`config.mk`:
```
export PLATFORM = sky130hd
export DESIGN_NAME = pcm_downmix_nearest_resampler
export DESIGN_NICKNAME = d
export VERILOG_FILES = /design/src/pdnr_pkg.sv /design/src/pdnr_alu.sv /design/src/pcm_downmix_nearest_resampler.sv
export SDC_FILE = /design/constraint.sdc
export NUM_CORES = 1
export LEC_CHECK = 0
export ABC_CLOCK_PERIOD_IN_PS = 14030
export BUFFER_PORTS_ARGS = -buffer_cell sky130_fd_sc_hd__buf_2
export CAP_MARGIN = 5
export CELL_PAD_IN_SITES_DETAIL_PLACEMENT = 1
export CELL_PAD_IN_SITES_GLOBAL_PLACEMENT = 2
export CORE_UTILIZATION = 30
export DETAILED_ROUTE_END_ITERATION = 8
export PLACE_DENSITY = 0.61
export RECOVER_POWER = 100
export SYNTH_ARGS = -nofsm -noshare
export SYNTH_HDL_FRONTEND = slang
export SYNTH_SLANG_ARGS = --single-unit
```
`constraint.sdc`:
```
create_clock -name clk -period 14.03 [get_ports clk]
set_input_delay 2.806 -clock clk [delete_from_list [all_inputs] [get_ports clk]]
set_output_delay 2.806 -clock clk [all_outputs]
set_load 0.02 [all_outputs]
```
`src/pdnr_pkg.sv`:
```
`timescale 1ns / 1ps
`default_nettype none

package pdnr_pkg;

    // Sizes of the datapath.
    localparam int MAX_CHANNELS = 8;
    localparam int MAX_RESULTS  = 64;
    localparam int SAMPLE_W     = 16;
    localparam int SUM_W        = 20;
    localparam int MAG_W        = SUM_W - 1;
    localparam int CHCFG_W      = 4;
    localparam int CH_W         = $clog2(MAX_CHANNELS + 1);
    localparam int POS_W        = (MAX_CHANNELS > 1) ? $clog2(MAX_CHANNELS) : 1;
    localparam int CNT_W        = $clog2(MAX_RESULTS + 1);
    localparam int DIV_CNT_W    = $clog2(MAG_W + 1);
    localparam int ALU_W        = 64;
    localparam int RATE_W       = 18;
    localparam int CFG_IDX_W    = 2;
    localparam int CFG_DATA_W   = RATE_W;

    // Reset values of the configuration registers.
    localparam logic [CHCFG_W-1:0] CHANNELS_RESET = CHCFG_W'(2);
    localparam logic [RATE_W-1:0]  RATE_RESET     = RATE_W'(48000);

    // Configuration register indexes.
    localparam logic [CFG_IDX_W-1:0] REG_CHANNEL_COUNT  = CFG_IDX_W'(0);
    localparam logic [CFG_IDX_W-1:0] REG_NARROW_SAMPLES = CFG_IDX_W'(1);
    localparam logic [CFG_IDX_W-1:0] REG_SOURCE_RATE    = CFG_IDX_W'(2);
    localparam logic [CFG_IDX_W-1:0] REG_OUTPUT_RATE    = CFG_IDX_W'(3);

    // Sequencer states.
    typedef enum logic [3:0] {
        ST_IDLE,
        ST_ACCUM,
        ST_ABS,
        ST_DIV,
        ST_SIGN,
        ST_CMP,
        ST_STEP,
        ST_BOUND,
        ST_EMIT,
        ST_FINISH
    } state_t;

    // Request to and response from the shared adder.
    typedef struct packed {
        logic [ALU_W-1:0] a;
        logic [ALU_W-1:0] b;
        logic             cin;
    } alu_req_t;

    typedef struct packed {
        logic [ALU_W-1:0] sum;
        logic             cout;
    } alu_rsp_t;

    // A channel count of zero acts as one; counts above the maximum saturate.
    function automatic logic [CH_W-1:0] effective_channels(input logic [CHCFG_W-1:0] c);
        logic [CH_W-1:0] r;
        if (c == '0)
        begin
            r = CH_W'(1);
        end
        else if (int'(c) > MAX_CHANNELS)
        begin
            r = CH_W'(MAX_CHANNELS);
        end
        else
        begin
            r = CH_W'(c);
        end
        return r;
    endfunction

endpackage

`default_nettype wire

```
`src/pdnr_alu.sv`:
```
`timescale 1ns / 1ps
`default_nettype none

module pdnr_alu (
    input  wire pdnr_pkg::alu_req_t req,
    output pdnr_pkg::alu_rsp_t      rsp
);

    logic [pdnr_pkg::ALU_W:0] total;

    // One wide adder with carry in; subtraction feeds the inverted operand and a carry.
    always_comb
    begin
        total = {1'b0, req.a} + {1'b0, req.b} + {{pdnr_pkg::ALU_W{1'b0}}, req.cin};
        rsp.sum  = total[pdnr_pkg::ALU_W-1:0];
        rsp.cout = total[pdnr_pkg::ALU_W];
    end

endmodule

`default_nettype wire

```
`src/pcm_downmix_nearest_resampler.sv`:
```
`timescale 1ns / 1ps
`default_nettype none

// Channel   Direction  Handshake          Payload
// in        input      in_valid/in_ready  source_sample, stream_end
// out       output     out_valid/out_ready left_sample, right_sample, last_of_run
// cfg       input      cfg_valid/cfg_ready cfg_index, cfg_data
//
// A beat that does not close a frame only accumulates. A beat that closes a frame
// and yields N output beats sends its arithmetic (accumulate, magnitude,
// 19 restoring divide steps, sign, rate compare, phase and boundary steps) through
// one shared 64-bit adder, comparing and stepping per output frame, then emits.
// Reset is immediate, with no clearing pass. A stalled output holds the sequencer
// only while a beat waits in the output register.

module pcm_downmix_nearest_resampler (
    input  wire                                   clk,
    input  wire                                   rst_n,
    input  wire                                   in_valid,
    output logic                                  in_ready,
    input  wire  [pdnr_pkg::SAMPLE_W-1:0]         source_sample,
    input  wire                                   stream_end,
    output logic                                  out_valid,
    input  wire                                   out_ready,
    output logic signed [pdnr_pkg::SAMPLE_W-1:0]  left_sample,
    output logic signed [pdnr_pkg::SAMPLE_W-1:0]  right_sample,
    output logic                                  last_of_run,
    input  wire                                   cfg_valid,
    output logic                                  cfg_ready,
    input  wire  [pdnr_pkg::CFG_IDX_W-1:0]        cfg_index,
    input  wire  [pdnr_pkg::CFG_DATA_W-1:0]       cfg_data
);

    localparam int AW = pdnr_pkg::ALU_W;
    localparam int SW = pdnr_pkg::SUM_W;
    localparam int MW = pdnr_pkg::MAG_W;
    localparam int CW = pdnr_pkg::CH_W;
    localparam int PW = pdnr_pkg::POS_W;
    localparam int NW = pdnr_pkg::CNT_W;
    localparam int RW = pdnr_pkg::RATE_W;
    localparam int DW = pdnr_pkg::SAMPLE_W;

    // Configuration registers.
    logic [pdnr_pkg::CHCFG_W-1:0] chan_cfg_reg, chan_cfg_next;
    logic                         narrow_reg, narrow_next;
    logic [RW-1:0]                src_rate_reg, src_rate_next;
    logic [RW-1:0]                out_rate_reg, out_rate_next;

    // Stream state.
    logic [PW-1:0]                pos_reg, pos_next;
    logic [SW-1:0]                sum_reg, sum_next;
    logic [AW-1:0]                phase_reg, phase_next;
    logic [AW-1:0]                bound_reg, bound_next;

    // Per-item working registers.
    pdnr_pkg::state_t             state_reg, state_next;
    logic [DW-1:0]                raw_reg, raw_next;
    logic                         end_reg, end_next;
    logic                         neg_reg, neg_next;
    logic [CW-1:0]                div_reg, div_next;
    logic [CW-1:0]                rem_reg, rem_next;
    logic [MW-1:0]                dq_reg, dq_next;
    logic [pdnr_pkg::DIV_CNT_W-1:0] step_reg, step_next;
    logic [DW-1:0]                mono_reg, mono_next;
    logic [NW-1:0]                cnt_reg, cnt_next;

    // Output register.
    logic                         ovalid_reg, ovalid_next;
    logic [DW-1:0]                odata_reg, odata_next;
    logic                         olast_reg, olast_next;

    pdnr_pkg::alu_req_t           alu_req;
    pdnr_pkg::alu_rsp_t           alu_rsp;

    logic [CW-1:0]                chans;
    logic [DW-1:0]                decoded;
    logic [PW:0]                  pos_inc;
    logic [CW:0]                  trial;
    logic                         out_free;

    pdnr_alu u_alu (
        .req (alu_req),
        .rsp (alu_rsp)
    );

    assign chans        = pdnr_pkg::effective_channels(chan_cfg_reg);
    assign pos_inc      = {1'b0, pos_reg} + (PW + 1)'(1);
    assign trial        = {rem_reg, dq_reg[MW-1]};
    assign out_free     = !ovalid_reg || out_ready;

    assign in_ready     = (state_reg == pdnr_pkg::ST_IDLE);
    assign cfg_ready    = (state_reg == pdnr_pkg::ST_IDLE);
    assign out_valid    = ovalid_reg;
    assign left_sample  = odata_reg;
    assign right_sample = odata_reg;
    assign last_of_run  = olast_reg;

    // Sample decode: 8-bit unsigned is recentred and moved to the high byte.
    always_comb
    begin
        if (narrow_reg)
        begin
            decoded = {~raw_reg[7], raw_reg[6:0], 8'h00};
        end
        else
        begin
            decoded = raw_reg;
        end
    end

    // Sequencer state, configuration, stream, working and output registers.
    always_ff @(posedge clk or negedge rst_n)
    begin
        if (!rst_n)
        begin
            state_reg    <= pdnr_pkg::ST_IDLE;
            chan_cfg_reg <= pdnr_pkg::CHANNELS_RESET;
            narrow_reg   <= 1'b0;
            src_rate_reg <= pdnr_pkg::RATE_RESET;
            out_rate_reg <= pdnr_pkg::RATE_RESET;
            pos_reg      <= '0;
            sum_reg      <= '0;
            phase_reg    <= '0;
            bound_reg    <= AW'(pdnr_pkg::RATE_RESET);
            raw_reg      <= '0;
            end_reg      <= 1'b0;
            neg_reg      <= 1'b0;
            div_reg      <= '0;
            rem_reg      <= '0;
            dq_reg       <= '0;
            step_reg     <= '0;
            mono_reg     <= '0;
            cnt_reg      <= '0;
            ovalid_reg   <= 1'b0;
            odata_reg    <= '0;
            olast_reg    <= 1'b0;
        end
        else
        begin
            state_reg    <= state_next;
            chan_cfg_reg <= chan_cfg_next;
            narrow_reg   <= narrow_next;
            src_rate_reg <= src_rate_next;
            out_rate_reg <= out_rate_next;
            pos_reg      <= pos_next;
            sum_reg      <= sum_next;
            phase_reg    <= phase_next;
            bound_reg    <= bound_next;
            raw_reg      <= raw_next;
            end_reg      <= end_next;
            neg_reg      <= neg_next;
            div_reg      <= div_next;
            rem_reg      <= rem_next;
            dq_reg       <= dq_next;
            step_reg     <= step_next;
            mono_reg     <= mono_next;
            cnt_reg      <= cnt_next;
            ovalid_reg   <= ovalid_next;
            odata_reg    <= odata_next;
            olast_reg    <= olast_next;
        end
    end

    // Next state, adder operand selection and register updates.
    always_comb
    begin
        state_next    = state_reg;
        chan_cfg_next = chan_cfg_reg;
        narrow_next   = narrow_reg;
        src_rate_next = src_rate_reg;
        out_rate_next = out_rate_reg;
        pos_next      = pos_reg;
        sum_next      = sum_reg;
        phase_next    = phase_reg;
        bound_next    = bound_reg;
        raw_next      = raw_reg;
        end_next      = end_reg;
        neg_next      = neg_reg;
        div_next      = div_reg;
        rem_next      = rem_reg;
        dq_next       = dq_reg;
        step_next     = step_reg;
        mono_next     = mono_reg;
        cnt_next      = cnt_reg;
        odata_next    = odata_reg;
        olast_next    = olast_reg;
        alu_req       = '0;

        // The output register drains independently of the sequencer.
        ovalid_next = ovalid_reg && !out_ready;

        unique case (state_reg)
            pdnr_pkg::ST_IDLE:
            begin
                // Configuration writes land only while idle.
                if (cfg_valid)
                begin
                    unique case (cfg_index)
                        pdnr_pkg::REG_CHANNEL_COUNT:
                        begin
                            chan_cfg_next = cfg_data[pdnr_pkg::CHCFG_W-1:0];
                        end
                        pdnr_pkg::REG_NARROW_SAMPLES:
                        begin
                            narrow_next = cfg_data[0];
                        end
                        pdnr_pkg::REG_SOURCE_RATE:
                        begin
                            src_rate_next = cfg_data[RW-1:0];
                        end
                        pdnr_pkg::REG_OUTPUT_RATE:
                        begin
                            out_rate_next = cfg_data[RW-1:0];
                            if (phase_reg == '0)
                            begin
                                bound_next = AW'(cfg_data[RW-1:0]);
                            end
                        end
                        default:
                        begin
                        end
                    endcase
                end
                if (in_valid)
                begin
                    raw_next   = source_sample;
                    end_next   = stream_end;
                    state_next = pdnr_pkg::ST_ACCUM;
                end
            end

            pdnr_pkg::ST_ACCUM:
            begin
                // Add the decoded sample to the running frame sum.
                alu_req.a = {{(AW - SW){sum_reg[SW-1]}}, sum_reg};
                alu_req.b = {{(AW - DW){decoded[DW-1]}}, decoded};
                sum_next  = alu_rsp.sum[SW-1:0];
                if ((CW + 1)'(pos_inc) >= (CW + 1)'(chans))
                begin
                    div_next   = chans;
                    state_next = pdnr_pkg::ST_ABS;
                end
                else
                begin
                    pos_next   = pos_inc[PW-1:0];
                    state_next = pdnr_pkg::ST_FINISH;
                end
            end

            pdnr_pkg::ST_ABS:
            begin
                // Take the magnitude so that the divide truncates toward zero.
                alu_req.a   = '0;
                alu_req.b   = ~{{(AW - SW){sum_reg[SW-1]}}, sum_reg};
                alu_req.cin = 1'b1;
                neg_next    = sum_reg[SW-1];
                dq_next     = sum_reg[SW-1] ? alu_rsp.sum[MW-1:0] : sum_reg[MW-1:0];
                rem_next    = '0;
                step_next   = '0;
                state_next  = pdnr_pkg::ST_DIV;
            end

            pdnr_pkg::ST_DIV:
            begin
                // One restoring divide step: trial subtract of the channel count.
                alu_req.a   = AW'(trial);
                alu_req.b   = ~AW'(div_reg);
                alu_req.cin = 1'b1;
                rem_next    = alu_rsp.cout ? alu_rsp.sum[CW-1:0] : trial[CW-1:0];
                dq_next     = {dq_reg[MW-2:0], alu_rsp.cout};
                step_next   = step_reg + 1'b1;
                if (step_reg == pdnr_pkg::DIV_CNT_W'(MW - 1))
                begin
                    state_next = pdnr_pkg::ST_SIGN;
                end
            end

            pdnr_pkg::ST_SIGN:
            begin
                // Restore the sign of the quotient and close the frame.
                alu_req.a   = '0;
                alu_req.b   = ~AW'(dq_reg);
                alu_req.cin = 1'b1;
                mono_next   = neg_reg ? alu_rsp.sum[DW-1:0] : dq_reg[DW-1:0];
                pos_next    = '0;
                sum_next    = '0;
                cnt_next    = '0;
                state_next  = pdnr_pkg::ST_CMP;
            end

            pdnr_pkg::ST_CMP:
            begin
                // Output frame is due while phase is below the frame boundary.
                alu_req.a   = phase_reg;
                alu_req.b   = ~bound_reg;
                alu_req.cin = 1'b1;
                if ((cnt_reg != NW'(pdnr_pkg::MAX_RESULTS)) && !alu_rsp.cout)
                begin
                    state_next = pdnr_pkg::ST_STEP;
                end
                else
                begin
                    state_next = pdnr_pkg::ST_BOUND;
                end
            end

            pdnr_pkg::ST_STEP:
            begin
                // Advance the phase by one output frame.
                alu_req.a  = phase_reg;
                alu_req.b  = AW'(src_rate_reg);
                phase_next = alu_rsp.sum;
                cnt_next   = cnt_reg + 1'b1;
                state_next = pdnr_pkg::ST_CMP;
            end

            pdnr_pkg::ST_BOUND:
            begin
                // Move the boundary to the end of the next source frame.
                alu_req.a  = bound_reg;
                alu_req.b  = AW'(out_rate_reg);
                bound_next = alu_rsp.sum;
                state_next = pdnr_pkg::ST_EMIT;
            end

            pdnr_pkg::ST_EMIT:
            begin
                // Hand out the counted beats, flagging the final one.
                if (cnt_reg == '0)
                begin
                    state_next = pdnr_pkg::ST_FINISH;
                end
                else if (out_free)
                begin
                    ovalid_next = 1'b1;
                    odata_next  = mono_reg;
                    olast_next  = (cnt_reg == NW'(1));
                    cnt_next    = cnt_reg - 1'b1;
                end
            end

            pdnr_pkg::ST_FINISH:
            begin
                // Stream end restarts all counters after this item's output.
                if (end_reg)
                begin
                    pos_next   = '0;
                    sum_next   = '0;
                    phase_next = '0;
                    bound_next = AW'(out_rate_reg);
                end
                state_next = pdnr_pkg::ST_IDLE;
            end

            default:
            begin
                state_next = pdnr_pkg::ST_IDLE;
            end
        endcase
    end

endmodule

`default_nettype wire
```
[Word-level counts from Yosys, hierarchy flattened]
Index checks and enable logic that the tools add are counted.
Storage, ports and cells
  register bits after elaboration: 287
  bits in latches: 0
  memory bits (writable): 0
  memory bits (read-only): 0
  input port bits: 42
  output and inout port bits: 36
  word-level logic and storage cells: 126
  memories: 0
Operators by class
  add/subtract/negate cells: 6
  multipliers: 0
  div/mod/pow operators: 0
  magnitude comparators: 2
  equal/unequal tests: 25
  shift operators: 0
  muxes and demuxes: 35
  bitwise gates (word level): 6
  reduce and logical (&&, ||, !) cells: 31
Operator list (number)
  one-hot mux 128 bit (7 select lines): 1
  two-way mux 64 bit: 5
  one-hot mux 64 bit (3 select lines): 1
  NOT 64 bit: 2
  one-hot mux 64 bit (2 select lines): 1
  adder 64 x 64 -> 65 bit: 1
  adder 65 x 1 -> 65 bit: 1
  logical NOT 64 bit: 1
  NOT 19 -> 64 bit: 1
  NOT 4 -> 64 bit: 1
  one-hot mux 20 bit (3 select lines): 1
  one-hot mux 19 bit (2 select lines): 1
  two-way mux 16 bit: 2
  one-hot mux 4 bit (8 select lines): 1
  two-way mux 4 bit: 7
  AND reduction 3 bit: 8
  one-hot mux 7 bit (3 select lines): 1
  two-way mux 20 bit: 1
  two-way mux 19 bit: 1
  == test 4 x 3 -> 1 bit (second input constant): 4
  inequality test 2 bit (second input constant): 8
  two-way mux 7 bit: 2
  one-hot mux 5 bit (2 select lines): 1
  one-hot mux 3 bit (3 select lines): 1
  other kinds (31): 51

[Logic depth before layout (Yosys ltp)]
Gate-level depths: netlist of the first run.
  depth after elaboration: 9
  gate-level depth with buffers: 20
  mapped depth without buffers: 19

[Modules after synthesis]
A second synthesis of the first run with hierarchy kept.
Unflattened totals
  cell total of the unflattened synthesis: 2047
  area, all modules: 18637.9 um^2
Modules (own cells, without submodules)
  pcm_downmix_nearest_resampler: instances 1, cells each 1485, area an instance 14854.2 um^2, seq. area each 7209.4 um^2
  pdnr_alu: instances 1, cells each 562, area an instance 3783.6 um^2, seq. area each 0.0 um^2

[Worst setup path after synthesis of the first run]
No wires, ideal clock.
  path kind: reg2reg
  from: register state_reg[1]
  to: register rem_reg[1]
  setup time: 0.126 ns
  data arrival time: 4.453 ns
  required time: 13.904 ns
  setup slack: 9.451 ns
  cell stages (with the launch flop): 19
  buffers on the path: 3
  clock period less this slack: 4.579 ns
  cell sequence: dfrtp_1 clkbuf_1 clkbuf_1 nand2_1 a21oi_1 clkbuf_1 a21boi_0 fa_1 fa_1 nand2b_1 a21oi_1 o21ai_0 a31oi_1 nor3_2 o31ai_4 a31oi_2 o211ai_4 nor2_1 a221o_1
On the way
  cells in the longest elaborated chain, start to end: 6
  elaborated cells on any way between the ends: 15
  those cells by class: add/sub: 2; eq/ne: 7; mux: 4; reduce/logical: 2
Ends and longest elaborated chain
  start: declaration: line pcm_downmix_nearest_resampler.sv:56  | pdnr_pkg::state_t state_reg, state_next;
  start signal: assignment: line pcm_downmix_nearest_resampler.sv:116  | state_reg <= pdnr_pkg::ST_IDLE;
  start signal: assignment: line pcm_downmix_nearest_resampler.sv:140  | state_reg <= state_next;
  == test 4 x 3 -> 1 bit (tied with other cells): line pcm_downmix_nearest_resampler.sv:192  | unique case (state_reg)
  one-hot mux 128 bit (7 select lines) or OR reduction 4 bit (tied branches)
  adder 64 x 64 -> 65 bit or two-way mux 1 bit (tied branches): line pdnr_alu.sv:14, pcm_downmix_nearest_resampler.sv:192
  adder 65 x 1 -> 65 bit: line pdnr_alu.sv:14  | total = {1'b0, req.a} + {1'b0, req.b} + {{pdnr_pkg::ALU_W{1'b0}}, req.cin};
  two-way mux 4 bit: line pcm_downmix_nearest_resampler.sv:269  | rem_next = alu_rsp.cout ? alu_rsp.sum[CW-1:0] : trial[CW-1:0];
  one-hot mux 4 bit (2 select lines): line pcm_downmix_nearest_resampler.sv:192
  end signal: assignment: line pcm_downmix_nearest_resampler.sv:153  | rem_reg <= rem_next;
  end: declaration: line pcm_downmix_nearest_resampler.sv:61  | logic [CW-1:0] rem_reg, rem_next;
Several ways; a longest one is shown, not always the timed one.
A chain may end at the register's enable or synchronous reset.

[Worst setup path after layout of the first run]
  from: register state_reg[3]
  to: register bound_reg[57]
On the way
  cells in the longest elaborated chain, start to end: 5
  elaborated cells on any way between the ends: 21
  those cells by class: add/sub: 2; eq/ne: 12; mux: 3; reduce/logical: 4
Ends and longest elaborated chain
  == test 4 x 3 -> 1 bit (tied with other cells): line pcm_downmix_nearest_resampler.sv:192
  one-hot mux 128 bit (7 select lines) or OR reduction 4 bit (tied branches)
  adder 64 x 64 -> 65 bit or two-way mux 1 bit (tied branches): line pdnr_alu.sv:14, pcm_downmix_nearest_resampler.sv:192
  adder 65 x 1 -> 65 bit: line pdnr_alu.sv:14
  one-hot mux 64 bit (3 select lines): line pcm_downmix_nearest_resampler.sv:192
  end signal: assignment: line pcm_downmix_nearest_resampler.sv:124  | bound_reg <= AW'(pdnr_pkg::RATE_RESET);
  end signal: assignment: line pcm_downmix_nearest_resampler.sv:148  | bound_reg <= bound_next;
  end: declaration: line pcm_downmix_nearest_resampler.sv:53  | logic [AW-1:0] bound_reg, bound_next;
Several ways; a longest one is shown, not always the timed one.

==> flow_metrics.env, run 1 <==
export IMPL_outcome="complete, but fails checks"
export IMPL_violations="capacitance limit, slew limit"
export IMPL_post_route_min_period_ns=9.862
export IMPL_die_h_um=245.1
export IMPL_period_share=0.7029
export IMPL_end_kind="flop"
export IMPL_yosys_warnings=0
export IMPL_dp_hpwl_um=44840
export IMPL_skew_ns=0.02015
export IMPL_synth_cells=1850
export IMPL_clkTransAtPathRegs_ns=0.06
export IMPL_critical_path_required_ns=14.47
export IMPL_overflow=0
export IMPL_clockRootBuffer="clkbuf_16"
export IMPL_worstSetupPathType="reg2reg"
export IMPL_cts_resized=0
export IMPL_synth_edf_count=0
export IMPL_setup_viol=0
export IMPL_power_density_nw_per_um2=275.4
export IMPL_hold_violations=0
export IMPL_track_usage=0.2213
export IMPL_cp_start_kind="flop"
export IMPL_tns_ns=0
export IMPL_cts_max_level=2
export IMPL_hold_ws_ns=0.4711
export IMPL_wire_per_inst_um=25.08
export IMPL_fin_nets=1957
export IMPL_die_area_sq_um=60080
export IMPL_maxCapViolCount=7
export IMPL_numCtsBuffers=39
export IMPL_postLayoutCellArea_sq_um=19830
export IMPL_min_path_type="reg2reg"
export IMPL_grt_pass1_vias=15830
export IMPL_vias=15160
export IMPL_worstPathArrival_ns=10.31
export IMPL_syn_nets=1968
export IMPL_yosys_register_bits=287
export IMPL_io_pins=78
export IMPL_synth_main_ff_cell="dfrtp_1"
export IMPL_ir_drop_mv=0.1055
export IMPL_post_cts_buffers=0
export IMPL_viasPerCell=5.766
export IMPL_diodes=0
export IMPL_worst_pin_slew_ns=7.028
export IMPL_ys_async_sr_fraction=1.000
export IMPL_grt_pass1_wl_um=102400
export IMPL_place_congestion=0.8339
export IMPL_antenna_found_initial=2
export IMPL_final_max_slew_viol_count=344
export IMPL_clk_latency_ns=0.57
export IMPL_dpl_cell_area_sq_um=18710
export IMPL_first_pass_iters=8
export IMPL_area_delta_synth_final_pct=11.84
export IMPL_grt_max_degree=122
export IMPL_cp_max_fo=70
export IMPL_clock_sinks=287
export IMPL_ys_types=77
export IMPL_drive_above_1_share=0.1335
export IMPL_core_area_sq_um=58030
export IMPL_leakage_nw=8.785
export IMPL_rsz0062_at_grt="false"
export IMPL_fmax_ghz=0.1014
export IMPL_start_util=0.3056
export IMPL_ant_nets=0
export IMPL_rows=88
export IMPL_wirelength_um=65950
export IMPL_portBuffers=77
export IMPL_drtIter0Drc=970
export IMPL_cts_tree="built"
export IMPL_cts_hold_buf=0
export IMPL_yosysSeqAreaShare=0.4066
export IMPL_drc=0
export IMPL_cts_max_path_buffers=3
export IMPL_fp_dieW_um=245.1
export IMPL_slew_limit_headroom=-3.685
export IMPL_syn_area_per_cell_sq_um=9.585
export IMPL_synthesis_area_sq_um=17730
-- cell type report --
cell class,count,area (sq um)
repair buffers,107,526.8
inverters,40,150.1
fillers,6569,38190
flip-flops and latches,287,7209
clock buffers,60,1175
multi-input cells,1364,9731
well taps,765,957.2
clock inverters,7,82.58
-- through the flow --
stage	total power [W]	utilization	instances	setup slack (ns)
final	0.005462	0.3418	2630	4.168
after global placement	0.004463	0.3225	2563	7.276
after CTS	0.005532	0.3441	2630	7.141
after global routing	0.005851	0.3418	2630	3.344
after floorplan	0.003452	-	1850	9.451
after detailed placement	0.004502	0.3225	2563	7.150
-- worst max-delay path: stages, from the launching register on --
cell and delay [ns]:
dfrtp_1 0.53, nand2b_1 0.52, nor2_1 1.24, buf_4 0.67, clkbuf_1 2.54, a222oi_1 0.24, a21boi_0 0.32, fa_1 0.48
nand2b_1 0.18, a21oi_1 0.21, o21ai_0 0.23, o221ai_1 0.39, a22oi_1 0.26, o31ai_1 0.84, a31oi_1 0.36, o31a_1 0.37
xnor2_1 0.15, a22o_1 0.19
-- synth_stat cells (6+ instances only) --
cell,n,area (sq um)
a211o_1,7,61.31
a211oi_1,12,90.09
a21o_1,33,247.7
a21oi_1,121,605.6
a221o_1,51,510.5
a222oi_1,18,180.2
a22o_1,133,1165
a22oi_1,8,60.06
a31oi_1,18,112.6
a41oi_1,6,52.55
and2_1,12,75.07
and3_1,9,56.30
buf_1,12,45.04
buf_4,17,127.6
clkbuf_1,122,457.9
dfrtp_1,265,6631
dfstp_2,22,578.1
ha_1,74,925.9
inv_1,40,150.1
mux2_2,94,1059
mux2i_1,28,280.3
nand2_1,169,634.4
nand2b_1,14,87.58
nand3_1,14,70.07
nand4_1,26,162.7
nor2_1,79,296.5
nor2b_1,15,93.84
nor3_1,17,85.08
nor4_1,20,125.1
o211ai_1,7,52.55
o21a_1,9,67.56
o21ai_0,174,870.8
o21ai_1,11,55.05
o21bai_1,13,97.59
o221ai_1,21,183.9
o22ai_1,20,125.1
o31ai_1,9,67.56
or3_1,10,62.56
xnor2_1,38,332.8
xor2_1,25,219.0
-- placed cells by master (no fill, tap or decap), types with 9 or more instances in the layout --
cell type,instances
mux2i_1,28
dfstp_2,21
a22o_1,133
a211oi_1,12
nor4_1,21
ha_1,74
a31oi_1,19
a222oi_1,18
clkbuf_1,58
inv_1,40
mux2_2,94
nor3_1,16
buf_4,21
a21oi_1,119
clkbuf_16,39
nand2b_1,14
or3_1,10
o221ai_1,21
clkbuf_8,12
o21a_1,9
nand3_1,14
o31ai_1,10
o22ai_1,20
buf_2,37
a221o_1,51
a21o_1,33
nor2b_1,15
nand2_1,168
o21bai_1,13
xnor2_1,38
o21ai_0,180
dfrtp_1,265
nand4_1,26
xor2_1,25
nor2_1,79
-- power by group --
part           leakage [nW]  internal, W  switching [W]
sequential             3.74      0.00119       0.000358
combinational          4.43      0.00103        0.00189
clock                 0.621     0.000593       0.000400
total                  8.78      0.00281        0.00265
-- final timing paths --
check | startpoint | endpoint | slack [ns] | cells past startpoint
max | state_reg[3] | bound_reg[57] | 4.17 | 17
min | mono_reg[1] | mono_reg[1] | 0.47 | 2
max reg2reg | state_reg[3] | bound_reg[57] | 4.17 | 17
min reg2reg | mono_reg[1] | mono_reg[1] | 0.47 | 2
max in group asynchronous | rst_n | bound_reg[43] | 5.17 | 1
min in group asynchronous | rst_n | left_sample[13] | 4.87 | 1
-- metal layers --
metal	routed length, um	GRT usage	vias up
met4	1409	0.05662	0
met1	32000	0.3187	7839
met3	2854	0.03236	74
met5	0	0	-
met2	29680	0.3441	296
li1	-	-	6955
-- kinds of logic (layout without fill, tap and decap cells) --
| kind of cell | after synthesis | after routing | share of synthesized area |
|---|---|---|---|
| compound gates | 700 | 700 | 0.2784 |
| simple gates | 403 | 403 | 0.1077 |
| fa+ha+maj | 76 | 76 | 0.05447 |
| flops | 287 | 287 | 0.4066 |
| xor+xnor | 63 | 63 | 0.03112 |
| mux | 122 | 122 | 0.07550 |
| buf+inv | 199 | 214 | 0.04629 |
No activity file was read; power rests on OpenSTA's default activity.
==> run 2, diff against run 1 <==
--- a/config.mk
+++ b/config.mk
@@ -5,14 +5,14 @@
 export SDC_FILE = /design/constraint.sdc
 export NUM_CORES = 1
 export LEC_CHECK = 0
-export ABC_CLOCK_PERIOD_IN_PS = 14030
+export ABC_CLOCK_PERIOD_IN_PS = 8850
 export BUFFER_PORTS_ARGS = -buffer_cell sky130_fd_sc_hd__buf_2
 export CAP_MARGIN = 5
 export CELL_PAD_IN_SITES_DETAIL_PLACEMENT = 1
 export CELL_PAD_IN_SITES_GLOBAL_PLACEMENT = 2
 export CORE_UTILIZATION = 30
 export DETAILED_ROUTE_END_ITERATION = 8
-export PLACE_DENSITY = 0.61
+export PLACE_DENSITY = 0.63
 export RECOVER_POWER = 100
 export SYNTH_ARGS = -nofsm -noshare
 export SYNTH_HDL_FRONTEND = slang
==> constraint.sdc (replaced) <==
create_clock -name clk -period 8.85 [get_ports clk]
set_input_delay 1.77 -clock clk [delete_from_list [all_inputs] [get_ports clk]]
set_output_delay 1.77 -clock clk [all_outputs]
set_load 0.02 [all_outputs]
==> run 2 against run 1 <==
Against the previous run:
- first-iteration DRC count is 24% higher
- highest routed layer is now met5
- clock skew up 0.0067 ns
- cell count decreased by 0.11%
- the flow still finishes with violations (capacitance limit, slew limit)
==> flow_metrics.env, run 2 (same netlist as run 1, synthesis figures left out) <==
export IMPL_ff2ff_setup_slack_ns=1.16
export IMPL_numCtsBuffers=38
export IMPL_ant_nets=0
export IMPL_area_delta_synth_final_pct=12.27
export IMPL_vias=15380
export IMPL_placedCellCount=2559
export IMPL_die_h_um=245.1
export IMPL_violations="capacitance limit, slew limit"
export IMPL_rsz0062_at_grt="false"
export IMPL_cts_hold_buf=0
export IMPL_cp_depth=17
export IMPL_slowest_stage="clkbuf_1"
export IMPL_die_area_sq_um=60080
export IMPL_viasPerCell=5.855
export IMPL_drive_above_1_share=0.1365
export IMPL_drc=0
export IMPL_clock_sinks=287
export IMPL_hold_violations=0
export IMPL_cts_resized=0
export IMPL_fin_nets=1952
export IMPL_worstPathArrival_ns=8.18
export IMPL_final_cells=2627
export IMPL_setup_viol=0
export IMPL_crit_start="state_reg[3]"
export IMPL_post_cts_buffers=0
export IMPL_core_area_sq_um=58030
export IMPL_cp_max_fo=46
export IMPL_cp_start_kind="flop"
export IMPL_maxCapViolCount=6
export IMPL_reg2regPathDepth=17
export IMPL_min_path_type="reg2reg"
export IMPL_tns_ns=0
export IMPL_worstSetupPathType="reg2reg"
export IMPL_crit_buf_inv=1
export IMPL_cts_tree="built"
export IMPL_rows=88
export IMPL_slowest_delay_ns=1.58
export IMPL_top_usage_layer="met2"
export IMPL_io_pins=78
export IMPL_first_pass_iters=6
export IMPL_track_usage=0.2209
export IMPL_skew_ns=0.02685
export IMPL_overflow=0
export IMPL_fmax_ghz=0.1301
export IMPL_layout_commonest_cell="dfrtp_1"
export IMPL_cts_max_level=2
export IMPL_fillerInstances=6550
export IMPL_slew_limit_headroom=-1.547
export IMPL_clk_latency_ns=0.58
export IMPL_endpoint="phase_reg[62]"
export IMPL_final_max_slew_viol_count=219
export IMPL_antenna_found_initial=7
export IMPL_layout_common_cells="dfrtp_1 (265), o21ai_0 (180), nand2_1 (169)"
export IMPL_outcome="complete, but fails checks"
export IMPL_place_congestion=0.8507
export IMPL_grt_pass1_vias=16150
export IMPL_clockRootBuffer="clkbuf_16"
export IMPL_cts_max_path_buffers=3
export IMPL_dp_hpwl_um=44880
export IMPL_end_kind="flop"
export IMPL_grt_util_met3=0.03215
export IMPL_wirelength_um=66070
export IMPL_grtUsageMet1=0.3141
export IMPL_grt_max_degree=156
export IMPL_period_share=0.8686
export IMPL_critical_path_required_ns=9.34
export IMPL_fp_dieW_um=245.1
export IMPL_clkTransAtPathRegs_ns=0.06
export IMPL_cp_top_family="compound AO/OA/AOI/OAI gates"
export IMPL_post_route_min_period_ns=7.687
export IMPL_use_met2=0.3438
export IMPL_final_core_util=0.3431
export IMPL_reg2reg_from="state_reg[3]"
export IMPL_portBuffers=77
export IMPL_leakage_nw=8.821
export IMPL_wire_per_inst_um=25.15
export IMPL_grt_pass1_wl_um=102500
export IMPL_drtIter0Drc=1199
export IMPL_crit_chain="nand2b_1 > or3_1 > clkbuf_1 > nor2_1 > a2111oi_0 > fa_1 > fa_1 > nand2b_1 > a21oi_1 > o21ai_0 > a2111oi_0 > o31ai_2 > a21oi_1 > a21boi_1 > o21ai_0 > or3_1 > nand3_1"
export IMPL_worst_pin_slew_ns=3.820
export IMPL_power_density_nw_per_um2=440.8
export IMPL_ir_drop_mv=0.1750
export IMPL_worst_r2r_endpoint="phase_reg[62]"
export IMPL_start_util=0.3056
==> run 2: changes by cell type in the layout (fill, tap and decap cells not counted), moves of 2 or more <==
cell,delta
clkbuf_1,-7
buf_4,-6
bufinv_16,+4
buf_2,+3
clkbuf_8,-3
and2_0,-2
and2_1,+2
buf_12,+2
clkinv_2,+2
clkinv_8,-2
==> run 2: routing by layer <==
| layer | up-vias | share of wire |
|---|---|---|
| met5 | - | 0.00041 |
| met4 | 4 | 0.027 |
| met3 | 111 | 0.043 |
| met2 | 349 | 0.45 |
| met1 | 7968 | 0.48 |
| li1 | 6949 | - |
==> run 2: layout make-up <==
cell class                      count  area (sq um)  area share
Multi-Input combinational cell   1364          9726      0.4885
Tap cell                          765         957.2     0.04808
Sequential cell                   287          7209      0.3621
Clock buffer                       53          1097     0.05512
Clock inverter                     14         239.0     0.01200
Timing Repair Buffer              103         526.8     0.02646
Antenna cell                        1         2.502   0.0001257
Inverter                           40         150.1    0.007542
==> run 2: how the worst min path moves through the flow <==
stage	to	cells past startpoint	from	slack, ns
finish	mono_reg[15]	2	mono_reg[15]	0.49
global route	mono_reg[11]	2	mono_reg[11]	0.51
CTS	mono_reg[11]	2	mono_reg[11]	0.49
detailed placement	mono_reg[11]	2	mono_reg[11]	0.47
global placement	mono_reg[8]	2	mono_reg[8]	0.47
floorplan	mono_reg[0]	2	mono_reg[0]	0.44
==> run 2: through the flow <==
stage	setup WS (ns)	area [sq um]	power, W	hold WS, ns
6_report	1.163	19910	0.008776	0.4865
5_1_grt	0.6460	19910	0.009369	0.5102
4_1_cts	1.873	20040	0.008832	0.4858
3_5_place_dp	1.917	18700	0.007112	0.4747
3_3_place_gp	2.278	18700	0.007043	0.4665
2_1_floorplan	4.271	17730	0.005473	0.4444
==> run 2: worst reg2reg max path, cell delays in order (launching register included) <==
cell and delay, ns:
dfrtp_1 0.67, nand2b_1 0.64, or3_1 0.27, clkbuf_1 1.58, nor2_1 0.21, a2111oi_0 0.79
fa_1 0.34, fa_1 0.20, nand2b_1 0.14, a21oi_1 0.11, o21ai_0 0.57, a2111oi_0 0.32
o31ai_2 0.56, a21oi_1 0.19, a21boi_1 0.30, o21ai_0 0.24, or3_1 0.39, nand3_1 0.08
==> run 2: power by group <==
| part | switching [W] | internal, W |
|---|---|---|
| combinational | 0.00302 | 0.00162 |
| sequential | 0.000586 | 0.00189 |
| clock | 0.000648 | 0.00102 |
